--- src/design/assert_macros.svh ---
// Assertion helpers, clocked on i_clk, off during reset.
`ifndef ASSERT_MACROS_SVH
`define ASSERT_MACROS_SVH

`define ASSERT_ALWAYS(lbl, expr) \
    lbl: assert property (@(posedge i_clk) disable iff (!i_rst_n) (expr)) \
        else $error("assertion failed");

`define ASSERT_IMPL(lbl, ante, cons) \
    lbl: assert property (@(posedge i_clk) disable iff (!i_rst_n) (ante) |-> (cons)) \
        else $error("assertion failed");

`define ASSERT_NEXT(lbl, ante, cons) \
    lbl: assert property (@(posedge i_clk) disable iff (!i_rst_n) (ante) |=> (cons)) \
        else $error("assertion failed");

`endif

--- src/design/cmaes_pkg.sv ---
package cmaes_pkg;

    localparam int IN_W  = 16;
    localparam int OUT_W = 16;
    localparam int CFG_W = 4;
    localparam logic [CFG_W-1:0] HALF_WIDTH_RESET = 4'd3;

    typedef struct packed {
        logic load;
        logic setup;
        logic acc;
        logic div_step;
        logic out_load;
        logic finish;
    } t_cmd;

    typedef struct packed {
        logic emit_needed;
        logic acc_last;
        logic div_last;
        logic out_free;
    } t_stat;

endpackage

--- src/design/cmaes_ctrl.sv ---
module cmaes_ctrl (
    input  logic             i_clk,
    input  logic             i_rst_n,
    input  logic             i_in_valid,
    output logic             o_in_ready,
    input  cmaes_pkg::t_stat i_stat,
    output cmaes_pkg::t_cmd  o_cmd
);
    import cmaes_pkg::*;

    localparam logic [2:0] S_IDLE = 3'd0;
    localparam logic [2:0] S_PLAN = 3'd1;
    localparam logic [2:0] S_ACC  = 3'd2;
    localparam logic [2:0] S_DIV  = 3'd3;
    localparam logic [2:0] S_OUT  = 3'd4;

    logic [2:0] r_state;
    logic [2:0] n_state;

    assign o_in_ready = (r_state == S_IDLE);

    always_comb begin
        n_state = r_state;
        o_cmd   = '0;
        case (r_state)
            S_IDLE: begin
                if (i_in_valid) begin
                    o_cmd.load = 1'b1;
                    n_state    = S_PLAN;
                end
            end
            S_PLAN: begin
                if (i_stat.emit_needed) begin
                    o_cmd.setup = 1'b1;
                    n_state     = S_ACC;
                end else begin
                    o_cmd.finish = 1'b1;
                    n_state      = S_IDLE;
                end
            end
            S_ACC: begin
                o_cmd.acc = 1'b1;
                if (i_stat.acc_last) begin
                    n_state = S_DIV;
                end
            end
            S_DIV: begin
                o_cmd.div_step = 1'b1;
                if (i_stat.div_last) begin
                    n_state = S_OUT;
                end
            end
            S_OUT: begin
                if (i_stat.out_free) begin
                    o_cmd.out_load = 1'b1;
                    n_state        = S_PLAN;
                end
            end
            default: begin
                n_state = S_IDLE;
            end
        endcase
    end

    always_ff @(posedge i_clk) begin
        if (!i_rst_n) begin
            r_state <= S_IDLE;
        end else begin
            r_state <= n_state;
        end
    end

endmodule

--- src/design/cmaes_dp.sv ---
module cmaes_dp #(
    parameter int MAX_HALF_WIDTH = 8,
    parameter int SAMPLE_BITS    = 16
) (
    input  logic                         i_clk,
    input  logic                         i_rst_n,
    input  cmaes_pkg::t_cmd              i_cmd,
    output cmaes_pkg::t_stat             o_stat,
    input  logic [cmaes_pkg::IN_W-1:0]   i_sample,
    input  logic                         i_last_in,
    input  logic                         i_cfg_valid,
    input  logic [cmaes_pkg::CFG_W-1:0]  i_cfg_half_width,
    output logic                         o_out_valid,
    input  logic                         i_out_ready,
    output logic [cmaes_pkg::OUT_W-1:0]  o_smoothed,
    output logic                         o_last_out
);
    import cmaes_pkg::*;

    localparam int DEPTH = 2 * MAX_HALF_WIDTH + 1;
    localparam int SW    = (SAMPLE_BITS < IN_W) ? SAMPLE_BITS : IN_W;
    localparam int IDX_W = $clog2(DEPTH);
    localparam int K_W   = $clog2(MAX_HALF_WIDTH + 1);
    localparam int CNT_W = $clog2(2 * MAX_HALF_WIDTH + 2);
    localparam int SUM_W = SW + IDX_W;
    localparam int DIV_W = $clog2(DEPTH + 1);
    localparam int BIT_W = $clog2(SUM_W + 1);

    logic [SW-1:0]    r_store [DEPTH];
    logic [CFG_W-1:0] r_hw;
    logic [K_W-1:0]   r_h;
    logic             r_last;
    logic [CNT_W-1:0] r_seen;
    logic [CNT_W-1:0] r_emit;
    logic [IDX_W-1:0] r_d;
    logic [DIV_W-1:0] r_cnt;
    logic [DIV_W-1:0] r_div;
    logic [SUM_W-1:0] r_sum;
    logic [DIV_W-1:0] r_rem;
    logic [BIT_W-1:0] r_bits;
    logic             r_out_valid;
    logic [OUT_W-1:0] r_out_data;
    logic             r_out_last;

    logic [K_W-1:0]   h_eff;
    logic [CNT_W-1:0] h_ext;
    logic [CNT_W-1:0] lag;
    logic [CNT_W-1:0] k_a;
    logic [CNT_W-1:0] k_sel;
    logic [CNT_W:0]   terms;
    logic [CNT_W:0]   right_edge;
    logic [DIV_W:0]   tmp;
    logic             ge;
    logic [CNT_W-1:0] n_seen;

    assign h_eff = (32'(r_hw) > MAX_HALF_WIDTH) ? K_W'(MAX_HALF_WIDTH) : K_W'(r_hw);
    assign h_ext = CNT_W'(r_h);
    assign lag   = r_seen - r_emit;
    assign k_a   = (r_emit < h_ext) ? r_emit : h_ext;
    assign k_sel = (r_last && (lag < k_a)) ? lag : k_a;
    assign terms = {k_sel, 1'b1};
    assign right_edge = {1'b0, r_emit} + {1'b0, h_ext};

    assign tmp = {r_rem, r_sum[SUM_W-1]};
    assign ge  = (tmp >= {1'b0, r_div});

    assign n_seen = r_seen + CNT_W'(1);

    assign o_stat.emit_needed = r_last ? (r_emit <= r_seen) : (right_edge <= {1'b0, r_seen});
    assign o_stat.acc_last    = (r_cnt == DIV_W'(1));
    assign o_stat.div_last    = (r_bits == BIT_W'(1));
    assign o_stat.out_free    = !r_out_valid || i_out_ready;

    assign o_out_valid = r_out_valid;
    assign o_smoothed  = r_out_data;
    assign o_last_out  = r_out_last;

    always_ff @(posedge i_clk) begin
        if (i_cmd.load) begin
            r_store[0] <= i_sample[SW-1:0];
            for (int j = 1; j < DEPTH; j++) begin
                r_store[j] <= r_store[j-1];
            end
            r_last <= i_last_in;
            r_h    <= h_eff;
        end
        if (i_cmd.setup) begin
            r_d    <= IDX_W'(lag - k_sel);
            r_cnt  <= DIV_W'(terms);
            r_div  <= DIV_W'(terms);
            r_sum  <= '0;
            r_rem  <= '0;
            r_bits <= BIT_W'(SUM_W);
        end
        if (i_cmd.acc) begin
            r_sum <= r_sum + SUM_W'(r_store[r_d]);
            r_d   <= r_d + IDX_W'(1);
            r_cnt <= r_cnt - DIV_W'(1);
        end
        if (i_cmd.div_step) begin
            r_rem  <= ge ? DIV_W'(tmp - {1'b0, r_div}) : DIV_W'(tmp);
            r_sum  <= {r_sum[SUM_W-2:0], ge};
            r_bits <= r_bits - BIT_W'(1);
        end
        if (i_cmd.out_load) begin
            r_out_data <= OUT_W'(r_sum[SW-1:0]);
            r_out_last <= r_last && (r_emit == r_seen);
        end
    end

    always_ff @(posedge i_clk) begin
        if (!i_rst_n) begin
            r_hw        <= HALF_WIDTH_RESET;
            r_seen      <= '0;
            r_emit      <= '0;
            r_out_valid <= 1'b0;
        end else begin
            if (i_cfg_valid) begin
                r_hw <= i_cfg_half_width;
            end
            if (i_cmd.out_load) begin
                r_out_valid <= 1'b1;
                r_emit      <= r_emit + CNT_W'(1);
            end else if (i_out_ready) begin
                r_out_valid <= 1'b0;
            end
            if (i_cmd.finish) begin
                if (r_last) begin
                    r_seen <= '0;
                    r_emit <= '0;
                end else if (r_emit > CNT_W'(MAX_HALF_WIDTH)) begin
                    // slide both indexes down together
                    r_emit <= CNT_W'(MAX_HALF_WIDTH);
                    r_seen <= n_seen - (r_emit - CNT_W'(MAX_HALF_WIDTH));
                end else begin
                    r_seen <= n_seen;
                end
            end
        end
    end

endmodule

--- src/design/centered_moving_average_edge_shrink.sv ---
// Operation: each input beat is loaded into the sample shift line; for each result that
// it completes, the 2k+1 samples of its window are accumulated over the shift line, the
// sum is divided by 2k+1 in the radix-2 divider, and the quotient waits for a free output.
// Throughput: one input beat at a time; accumulator and divider are shared by all results.
// Reset: synchronous active low; clears counters, output valid, half width to 3.
`include "assert_macros.svh"

module centered_moving_average_edge_shrink #(
    parameter int MAX_HALF_WIDTH = 8,
    parameter int SAMPLE_BITS    = 16
) (
    input  logic                         i_clk,
    input  logic                         i_rst_n,
    input  logic                         i_in_valid,
    output logic                         o_in_ready,
    input  logic [cmaes_pkg::IN_W-1:0]   i_sample,
    input  logic                         i_last_in,
    output logic                         o_out_valid,
    input  logic                         i_out_ready,
    output logic [cmaes_pkg::OUT_W-1:0]  o_smoothed,
    output logic                         o_last_out,
    input  logic                         i_cfg_valid,
    output logic                         o_cfg_ready,
    input  logic [cmaes_pkg::CFG_W-1:0]  i_cfg_half_width
);
    import cmaes_pkg::*;

    t_cmd  cmd;
    t_stat stat;

    assign o_cfg_ready = 1'b1;

    cmaes_ctrl u_ctrl (
        .i_clk      (i_clk),
        .i_rst_n    (i_rst_n),
        .i_in_valid (i_in_valid),
        .o_in_ready (o_in_ready),
        .i_stat     (stat),
        .o_cmd      (cmd)
    );

    cmaes_dp #(
        .MAX_HALF_WIDTH (MAX_HALF_WIDTH),
        .SAMPLE_BITS    (SAMPLE_BITS)
    ) u_dp (
        .i_clk            (i_clk),
        .i_rst_n          (i_rst_n),
        .i_cmd            (cmd),
        .o_stat           (stat),
        .i_sample         (i_sample),
        .i_last_in        (i_last_in),
        .i_cfg_valid      (i_cfg_valid && o_cfg_ready),
        .i_cfg_half_width (i_cfg_half_width),
        .o_out_valid      (o_out_valid),
        .i_out_ready      (i_out_ready),
        .o_smoothed       (o_smoothed),
        .o_last_out       (o_last_out)
    );

    `ASSERT_NEXT(a_busy_after_beat, i_in_valid && o_in_ready, !o_in_ready)
    `ASSERT_IMPL(a_no_result_overwrite, cmd.out_load, !o_out_valid || i_out_ready)
    `ASSERT_ALWAYS(a_one_command, $onehot0(cmd))

endmodule

--- config.mk ---
export PLATFORM = sky130hd
export DESIGN_NAME = centered_moving_average_edge_shrink
export DESIGN_NICKNAME = d
export VERILOG_FILES = /design/src/design/cmaes_pkg.sv /design/src/design/cmaes_ctrl.sv /design/src/design/cmaes_dp.sv /design/src/design/centered_moving_average_edge_shrink.sv
export VERILOG_INCLUDE_DIRS = /design/src /design/src/design
export SDC_FILE = /design/constraint.sdc
export NUM_CORES = 1
export LEC_CHECK = 0
export BUFFER_PORTS_ARGS = -buffer_cell sky130_fd_sc_hd__buf_4
export CAP_MARGIN = 20
export CORE_ASPECT_RATIO = 0.6
export CORE_UTILIZATION = 45
export DETAILED_ROUTE_END_ITERATION = 6
export GPL_ROUTABILITY_DRIVEN = 0
export PLACE_DENSITY_LB_ADDON = 0.15
export SLEW_MARGIN = 20
export SYNTH_ARGS = -nofsm -noshare
export SYNTH_HDL_FRONTEND = slang
export SYNTH_SLANG_ARGS = --single-unit
--- constraint.sdc ---
create_clock -name i_clk -period 17.23 [get_ports i_clk]
set_clock_uncertainty 0.2 [all_clocks]
set_input_delay 1.723 -clock i_clk [delete_from_list [all_inputs] [get_ports i_clk]]
set_output_delay 1.723 -clock i_clk [all_outputs]
set_load 0.01 [all_outputs]
==> out/metrics.yaml <==
path_clk_slew_ns: 0.06
cts_resized: 0
yosysUniqueCellTypes: 66
rsz0062_at_grt: "false"
async_flop_share_pct: 0
power_density_mw_per_mm2: 153.2
core.rowCount: 53
drive_gt1_share_pct: 20.74
nets: 1142
pwr-share-clk_pct: 29.5
synth_edf_count: 339
grt_max_degree: 80
worstHoldPathType: "reg -> reg"
drtAntennaViolNets: 0
synth_xor_area_share_pct: 2.331
cts_hold_buffers: 0
cp_common_cell: "mux4_2"
die_h_um: 148.8
stdcell_count: 1542
p_sw_share_pct: 28.83
cp_max_fo: 41
finalPower_mw: 2.797
grt.overflow.total: 0
seq_area_frac_synth_pct: 65.85
crit_slowest_cell: "buf_4"
crit_type: "reg -> reg"
area_delta_synth_final_pct: 13.01
relSlewSlack_pct: 31.21
antenna_found_initial: 0
synthCells: 993
grt_pass1_wl_um: 48530
fin_ws_ns: 11.86
arrival_ns: 5.45
cp_data_required_time_ns: 17.31
postCtsSetupBuffers: 0
design.die.area_mm2: 0.03669
status: "finished clean"
finalCriticalPeriod_ns: 5.375
cp_num_buf_inv: 1
synth_seq_cells: 362
setup_viol: 0
maxSlewViolCount: 0
htree_num_levels: 2
avgRoutedWirePerCell_um: 20.19
antenna_cells: 0
peakVddDrop_mv: 0.08764
crit_family: "multiplexers"
p_leak_nw: 6.419
synth_area_mm2: 0.01616
worst_slew_pin_slew_ns: 1.032
synthAdderAreaFrac_pct: 5.459
synth_compound_area_share_pct: 5.320
insertion_delay_ns: 0.53
avgSynthCellArea_um2: 16.27
power_frac_comb_pct: 26.6
drc: 0
die-width_um: 246.6
ctsLongestPathBuffers: 3
finalHoldViolCount: 0
start_util_pct: 45.97
synthMuxAreaShare_pct: 13.48
p_int_mw: 1.990
p_switching_uw: 806.4
cp_cell_sequence: "buf_4 -> mux4_2 -> mux4_2 -> mux2_2 -> ha_1 -> a21o_1 -> a21oi_1 -> a21boi_0 -> nor4_1 -> o21ai_0 -> and3_1 -> and3b_1 -> o31a_1"
drt_iter0_markers: 773
endpoint_kind: "register"
yosys.area_share.simple_pct: 5.451
num_io_pins: 46
busiest_layer: "met1"
wl_um: 31130
clock-sinks: 362
crit_path_max_incr_delay_ns: 0.73
ys.flop_type: "edfxtp_1"
finalCritPeriodShare_pct: 31.19
place_ws_ns: 11.81
grt_use_met2_pct: 22.36
cts-root-buf: "clkbuf_16"
tns_ns: 0
grt_pass1_vias: 8215
grtUsageMet1_pct: 29.88
placed_cells: 1479
startpoint_type: "register"
dp_hpwl_um: 19700
vias_per_cell: 5.537
first_pass_iters: 5
cts_tree: "done"
hp-start: "u_dp.r_store[2][13]"
max-cap-violations: 0
grtUsageMet3_pct: 3.004
synth_top_family_by_area: "multiplexers"
yosysWarningCount: 0
port_buffers: 44
grtUsageTotal_pct: 17.40
num_vias: 8538
cts_buffers: 36
p_seq_share_pct: 43.9
fmax_mhz: 186.1
fp.coreArea_mm2: 0.03515
cells in the mapped netlist (17+ instances only):
cell / instances / area share, %
nor2b_1: 19 / 0.74
mux4_2: 80 / 11
o21ai_0: 34 / 1.1
ha_1: 60 / 4.6
dfxtp_1: 23 / 2.8
nand2_1: 55 / 1.3
clkbuf_1: 25 / 0.58
edfxtp_1: 339 / 63
a21oi_1: 53 / 1.6
nor2_1: 46 / 1.1
inv_1: 43 / 1.0
mux2_2: 17 / 1.2
xnor2_1: 29 / 1.6
cell families after synthesis:
group	after synthesis
and+or+nand+nor	182
xor gates and xnor gates	43
buffers and inverters	83
DFF	362
muxes	114
AOI/OAI and AO/OA	141
other	1
adders and majority gates	67
area by class of cell:
| cell class | instances | area [µm²] |
|---|---|---|
| Sequential cell | 362 | 10650 |
| Multi-Input combinational cell | 549 | 5190 |
| Fill cell | 2900 | 16890 |
| Clock buffer | 40 | 958.4 |
| Clock inverter | 23 | 287.8 |
| Inverter | 45 | 173.9 |
| Tap cell | 467 | 584.3 |
| Timing Repair Buffer | 56 | 420.4 |
final timing paths:
| kind | endpoint | slack, ns | cells past startpoint |
|---|---|---|---|
| setup / recovery | u_dp.r_sum[18] | 11.86 | 13 |
| hold / removal | u_dp.r_store[3][13] | 0.24 | 0 |
| setup reg to reg | u_dp.r_sum[18] | 11.86 | 13 |
| hold reg to reg | u_dp.r_store[3][13] | 0.24 | 0 |
placed cells by master, fill, tap and decap left out, types with 3 or more instances in the layout:
| master | Yosys | routed |
|---|---|---|
| nand2_1 | 55 | 55 |
| buf_4 | 1 | 56 |
| nor2b_1 | 19 | 18 |
| o21bai_1 | 4 | 4 |
| o21ai_0 | 34 | 34 |
| nand4_1 | 6 | 6 |
| mux2_4 | 3 | 3 |
| clkinv_1 | 0 | 5 |
| a31oi_1 | 5 | 5 |
| fa_1 | 6 | 6 |
| bufinv_16 | 0 | 6 |
| a21o_1 | 12 | 12 |
| mux4_2 | 80 | 80 |
| clkbuf_16 | 0 | 38 |
| a21oi_1 | 53 | 53 |
| xnor2_1 | 29 | 29 |
| a21boi_0 | 3 | 3 |
| nor2_1 | 46 | 46 |
| and3_1 | 5 | 5 |
| mux2_2 | 17 | 17 |
| dfxtp_1 | 23 | 21 |
| clkinv_2 | 0 | 6 |
| nand2b_1 | 6 | 6 |
| o31ai_1 | 3 | 3 |
| clkinvlp_4 | 0 | 3 |
| nor4_1 | 3 | 3 |
| a211oi_1 | 3 | 3 |
| nor3b_1 | 4 | 4 |
| inv_1 | 43 | 43 |
| ha_1 | 60 | 60 |
| xor2_1 | 14 | 14 |
| or3_1 | 4 | 4 |
| mux2i_1 | 14 | 14 |
| nor3_1 | 14 | 14 |
| edfxtp_1 | 339 | 339 |
| nand3_1 | 10 | 10 |
sequential cells by signal, indices dropped and copies added (netlist names), named ones only:
name              flops
u_dp.o_smoothed      16
u_dp.r_cnt            5
u_ctrl.r_state        3
u_dp.r_store        272
u_dp.r_rem            5
u_dp.r_h              4
u_dp.o_out_valid      1
u_dp.r_last           1
u_dp.r_d              5
u_dp.r_bits           5
u_dp.r_hw             4
u_dp.r_emit           5
u_dp.r_div            4
u_dp.r_sum           21
u_dp.o_last_out       1
u_dp.r_seen           5
power groups by stage:
stage / Sequential (mW) / Clock, mW / Combinational (mW)
detailed placement: 1.24 / 0 / 0.746
CTS: 1.23 / 0.849 / 0.750
global route: 1.25 / 0.882 / 0.820
floorplan: 1.22 / 0 / 0.599
finish: 1.23 / 0.826 / 0.743
global placement: 1.24 / 0 / 0.740
per-layer routing:
layer | wire [µm] | part of all wire, %
met2 | 12300 | 39
met5 | 0 | 0
met1 | 16790 | 54
met4 | 527 | 1.7
met3 | 1518 | 4.9
per-stage QoR:
step | utilization (%) | hold slack, ns | instance area, µm²
after floorplan | - | 0.2207 | 16160
after global placement | 48.41 | 0.2228 | 17010
after detailed placement | 48.41 | 0.2270 | 17010
after CTS | 51.95 | 0.2398 | 18260
after global routing | 51.95 | 0.2446 | 18260
final | 51.95 | 0.2410 | 18260
Power figures use the tool's default switching activity.
